### src/design/sphere_surface_distance_assert.svh
// Assertion macros for the sphere surface distance block.
`ifndef SPHERE_SURFACE_DISTANCE_ASSERT_SVH
`define SPHERE_SURFACE_DISTANCE_ASSERT_SVH

// Same-cycle implication, sampled on clk, off while in reset.
`define SSD_ASSERT_IMP(lbl, ante, cons, msg) \
	lbl: assert property (@(posedge clk) disable iff (!arst_n) (ante) |-> (cons)) \
		else $error(msg);

// Next-cycle implication, sampled on clk, off while in reset.
`define SSD_ASSERT_NXT(lbl, ante, cons, msg) \
	lbl: assert property (@(posedge clk) disable iff (!arst_n) (ante) |=> (cons)) \
		else $error(msg);

`endif

### src/design/ssd_sqrt.sv
// Pipelined integer square root, one result bit per stage.
module ssd_sqrt #(
	parameter int DW = 33,
	parameter int PW = 1
) (
	input  logic              clk,
	input  logic              arst_n,
	input  logic              en,
	input  logic              in_valid,
	input  logic [2*DW-1:0]   radicand,
	input  logic [PW-1:0]     in_payload,
	output logic              out_valid,
	output logic [DW-1:0]     root,
	output logic [PW-1:0]     out_payload
);
	localparam int SW = 2 * DW;
	localparam int RW = DW + 2;

	logic          v_s   [1:DW];
	logic [RW-1:0] rem_s [1:DW];
	logic [DW-1:0] res_s [1:DW];
	logic [SW-1:0] rad_s [1:DW];
	logic [PW-1:0] pl_s  [1:DW];

	genvar k;
	for (k = 0; k < DW; k++) begin : g_step
		logic          v_in;
		logic [RW-1:0] rem_in;
		logic [DW-1:0] res_in;
		logic [SW-1:0] rad_in;
		logic [PW-1:0] pl_in;
		logic [RW-1:0] rem_sh;
		logic [RW-1:0] trial;

		if (k == 0) begin : g_first
			assign v_in   = in_valid;
			assign rem_in = '0;
			assign res_in = '0;
			assign rad_in = radicand;
			assign pl_in  = in_payload;
		end else begin : g_next
			assign v_in   = v_s[k];
			assign rem_in = rem_s[k];
			assign res_in = res_s[k];
			assign rad_in = rad_s[k];
			assign pl_in  = pl_s[k];
		end

		assign rem_sh = {rem_in[RW-3:0], rad_in[SW-1 -: 2]};
		assign trial  = {res_in, 2'b01};

		always_ff @(posedge clk or negedge arst_n) begin
			if (!arst_n) begin
				v_s[k+1] <= 1'b0;
			end else if (en) begin
				v_s[k+1] <= v_in;
			end
		end

		always_ff @(posedge clk) begin
			if (en) begin
				if (rem_sh >= trial) begin
					rem_s[k+1] <= rem_sh - trial;
					res_s[k+1] <= {res_in[DW-2:0], 1'b1};
				end else begin
					rem_s[k+1] <= rem_sh;
					res_s[k+1] <= {res_in[DW-2:0], 1'b0};
				end
				rad_s[k+1] <= {rad_in[SW-3:0], 2'b00};
				pl_s[k+1]  <= pl_in;
			end
		end
	end

	assign out_valid   = v_s[DW];
	assign root        = res_s[DW];
	assign out_payload = pl_s[DW];
endmodule

### config.mk
export PLATFORM = sky130hd
export DESIGN_NAME = ssd_sqrt
export DESIGN_NICKNAME = d
export VERILOG_FILES = /design/src/design/sphere_surface_distance_assert.svh /design/src/design/ssd_sqrt.sv
export SDC_FILE = /design/constraint.sdc
export NUM_CORES = 2
export LEC_CHECK = 0
export ABC_AREA = 0
export BUFFER_PORTS_ARGS = -buffer_cell sky130_fd_sc_hd__buf_2
export CORE_MARGIN = 5
export CORE_UTILIZATION = 57
export DETAILED_ROUTE_END_ITERATION = 8
export GPL_TIMING_DRIVEN = 0
export HOLD_SLACK_MARGIN = 0.1
export PLACE_DENSITY = 0.76
export SYNTH_ARGS = -nofsm -noshare
export SYNTH_HDL_FRONTEND = slang
export SYNTH_MEMORY_MAX_BITS = 65536
export SYNTH_SLANG_ARGS = --single-unit
### constraint.sdc
create_clock -name clk -period 3.35 [get_ports clk]
set_input_delay 0.5025 -clock clk [delete_from_list [all_inputs] [get_ports clk]]
set_output_delay 0.5025 -clock clk [all_outputs]
set_load 0.005 [all_outputs]
==> key figures <==
Route
  • DRC: 0
  • DR vias/cell: 5.79
  • Routed Antenna Nets: 0
  • Vias: a little under 80000
  • TritonRoute pass-1 iters: 6
  • Routed wire length: ~290000 um
  • Wire length per cell: roughly 22 um
  • Initial DRC count: between 5000 and 6000

Synth
  • Cells after synthesis: approximately 9400
  • Synth cell types: just under 90
  • Synthesized area per cell: about 13 um^2
  • Syn Nets: about 10000
  • Post-synth top flop: edfxtp_1
  • Synth warn: 0
  • #FFs+latches synth: between 2000 and 3000
  • Post-synth EDFFs: roughly 2700
  • Asr flop ratio synth: between 1 and 1.5%
  • Sequential fraction of the synthesis area: about 65%
  • Netlist Area Pre-Place: between 100000 and 150000 um^2

Global route
  • Initial antenna violation count: 12
  • Vias in the first global route: ~75000
  • Grt ovf: 0
  • All-Layer GR Usage: between 20% and 30%
  • First-pass GRT wire length: roughly 420000 um
  • Pin count of the biggest net entering global routing: between 100 and 150

Timing
  • Fin worst setup slack: -0.475 ns
  • Crit path time final: approximately 3.8 ns
  • Final Cycle Share: 114%
  • Final setup fails: 285
  • Fin. max-slew vios: 0
  • FMAX: roughly 0.26 GHz
  • Worst slew margin: 28.7%
  • Clock Skew: ~0.07 ns
  • RSZ-0062 raised after global routing: yes
  • Final Hold Fails: 0
  • Measured slew at the worst slew-check pin: approximately 1.1 ns

Cells and area
  • Share of cells above drive strength 1: 19.6%
  • Final cell count without fillers: 13276
  • Fillers: about 15000
  • Finished Cell Area: between 100000 and 150000 um^2
  • # nets final: between 10000 and 15000
  • Synthesis-to-layout area growth: 20.1%
  • Fin util: ~69%

Pwr
  • Seq pwr share: between 40% and 50%
  • Switching pwr: just under 30 mW
  • Clk pwr share: 31.4%
  • Peak VDD IR: just under 0.6 mV
  • Lkg Pwr: between 50 and 60 nW
  • Sw frac: approximately 29%
  • Power Total: 102 mW
  • Int Power: 72.1 mW
  • Pwr per Cell Area: 686 nW/um^2
  • Combinational power share: 23.5%

Floorplanning
  • IO Count: about 110
  • Core footprint: approximately 210000 um^2
  • Row cnt: 170
  • Die ar.: 226000 um^2
  • Initial Util: about 57%
  • Die Height: 475 um
  • Die W: about 480 um

Clock network
  • CTS buffer count: around 300
  • Worst skew pair latency: approximately 0.93 ns
  • Clk buf depth: 4
  • CTS tree: yes
  • Worst-path clk slew: around 0.06 ns
  • Htree depth: 5
  • Root Buffer: clkbuf_16
  • Clk sinks: 2690

Run status
  • Failing checks: setup timing
  • Status: finished with violations

Place
  • GP Congestion: 0.926
  • Cells after DPL: between 10000 and 15000
  • Dpl hpwl: approximately 200000 um
  • Placed cell area: ~130000 um^2
  • Buffers on Ports: 105

Critical path
  • Most frequent CP cell: or4_4
  • Critical Path RT: between 3 and 4 ns
  • CP Cell Sequence: or4_4 > or3_4 > or4_4 > or4_4 > or4_4 > buf_6 > o211ai_1 > buf_6 > nor2_4 > xor2_1
  • CP peak stage delay: 0.56 ns
  • Data arrival time of the critical path: around 4.5 ns
  • Worst setup startpoint: rem_s[0][228]$_DFFE_PP_
  • Setup crit start kind: flop
  • Critical-path maximum fanout: 8
  • Reg-to-reg critical path startpoint: rem_s[0][228]$_DFFE_PP_
  • CP Capture Type: flop
  • Worst path slowest cell: or4_4
  • Critical path type: flop to flop

Worst hold path
  • Min-delay worst type: input port to asynchronous set/reset pin

Run
  • Max cap viols: 0
## final timing paths
kind,depth (start not counted),to,slack [ns]
worst min register to register,0,rad_s[2][95]$_DFFE_PP_,0.39
worst min-delay path,2,g_step[1].v_in$_DFFE_PN0P_,0.16
min in group clk,2,rad_s[0][93]$_DFFE_PP_,0.18
max in group asynchronous,2,g_step[17].v_in$_DFFE_PN0P_,2.73
worst max register to register,10,rem_s[0][273]$_DFFE_PP_,-0.48
worst max-delay path,10,rem_s[0][273]$_DFFE_PP_,-0.48
## registers in the layout, indices dropped and copies added, names as in the netlist
name,cells
rad_s,1056
rem_s,1007
res_s,561
pl_s,33
g_step.v_in,32
out_valid,1
## metrics by stage
stage / setup TNS (ns) / hold slack [ns] / worst slack, ns
3_3_place_gp: - / 0.400 / -22.49
5_1_grt: -84.78 / 0.140 / -0.511
2_1_floorplan: -54.46 / 0.207 / -0.366
4_1_cts: -112.22 / 0.119 / -0.381
3_5_place_dp: -9618.64 / 0.405 / -4.77
6_report: -54.45 / 0.158 / -0.475
## layout by cell type, fill, tap and decap left out, drive strengths merged, types with 17 or more instances in the layout
| cell | Yosys | routed |
|---|---|---|
| bufinv | 0 | 32 |
| nor3 | 224 | 224 |
| edfxtp | 2657 | 2657 |
| nor4 | 122 | 122 |
| nand3 | 159 | 159 |
| a31oi | 48 | 48 |
| nor4b | 19 | 19 |
| clkinvlp | 0 | 19 |
| nand3b | 24 | 24 |
| a21boi | 24 | 24 |
| nand2b | 143 | 144 |
| o21a | 103 | 103 |
| a21o | 229 | 229 |
| o41ai | 19 | 19 |
| or3 | 82 | 82 |
| clkbuf | 177 | 489 |
| xnor2 | 406 | 406 |
| or4 | 57 | 57 |
| dlygate4sd3 | 0 | 71 |
| ha | 596 | 596 |
| a211oi | 38 | 38 |
| and2 | 41 | 41 |
| nor2b | 93 | 93 |
| or2 | 60 | 60 |
| o21ai | 518 | 518 |
| nand2 | 589 | 589 |
| a21oi | 581 | 581 |
| o31ai | 38 | 38 |
| inv | 758 | 769 |
| buf | 19 | 529 |
| o211ai | 17 | 17 |
| mux2 | 124 | 124 |
| dfrtp | 33 | 33 |
| clkinv | 2 | 88 |
| xor2 | 415 | 415 |
| nor2 | 570 | 570 |
| and3 | 53 | 53 |
| o21bai | 49 | 49 |
| nand4 | 85 | 85 |
## cells in the mapped netlist (59+ instances only)
cell,count,area [um^2]
a21o_1,229,1720
a21oi_1,581,2910
clkbuf_1,177,664
edfxtp_1,2657,79800
ha_1,596,7460
inv_1,757,2840
mux2_2,124,1400
nand2_1,587,2200
nand2b_1,142,888
nand3_1,158,791
nand4_1,85,532
nor2_1,569,2140
nor2b_1,93,582
nor3_1,223,1120
nor4_1,122,763
o21a_1,103,773
o21ai_0,518,2590
or2_2,59,369
or3_1,81,507
xnor2_1,406,3560
xor2_1,415,3630
## power groups by stage
| stage | Clock (mW) | Sequential, mW | Combinational, mW |
|---|---|---|---|
| final | 31.9 | 45.9 | 23.8 |
| after global routing | 34.0 | 46.2 | 25.9 |
| after CTS | 32.5 | 45.7 | 20.5 |
| after detailed placement | 0 | 46.3 | 19.4 |
| after global placement | 0 | 46.7 | 19.1 |
| after floorplan | 0 | 44.7 | 14.4 |
## layer usage
metal  vias to the layer above  GRT usage, %  wire, um
met1                     37796          29.8    114000
met3                       726          2.73     11000
met2                      2072          43.5    150000
met4                         4          10.1     14500
met5                         -             0        31
li1                      36299             -         -
## worst max-delay path, delay by kind of cell (launching register included)
family          cells  cell delay [ns]
xor+xnor            1             0.16
compound gates      1             0.24
buf+inv             2             0.38
flops               1             0.41
simple gates        6             2.38
## cell type report
class / count / area, um^2 / area share [%]
Multi-Input combinational cell: 5739 / 44500 / 30.1
Tap cell: 2838 / 3550 / 2.40
Inverter: 760 / 2880 / 1.94
Antenna cell: 6 / 15.0 / 0.0101
Timing Repair Buffer: 554 / 5020 / 3.39
Sequential cell: 2690 / 80600 / 54.5
Clock buffer: 362 / 7810 / 5.28
Clock inverter: 148 / 1600 / 1.08
Buffer: 179 / 1950 / 1.31
## repair_timing
| item | CTS | global route |
|---|---|---|
| cloned | 6 | 22 |
| gates resized for setup | 426 | 1247 |
| endpoints found under the hold margin | 177 | 0 |
| buffers inserted | 54 | 288 |
| pin swaps | 54 | 274 |
| hold buffers | 72 | 0 |
| endpoints found under the setup margin | 2621 | 1082 |
## kinds of logic (layout without fill, tap and decap cells)
kind of cell | Yosys count | count (layout) | share of synthesized area, %
fa+ha+maj | 596 | 596 | 6.05
buf+inv | 956 | 2003 | 2.94
xor+xnor | 821 | 821 | 5.83
simple gates | 2369 | 2370 | 9.55
compound gates | 1818 | 1818 | 9.01
flops | 2690 | 2690 | 65.4
other cells | 0 | 6 | 0
mux | 134 | 134 | 1.21
Note: power is estimated with default switching activity, not from simulation.
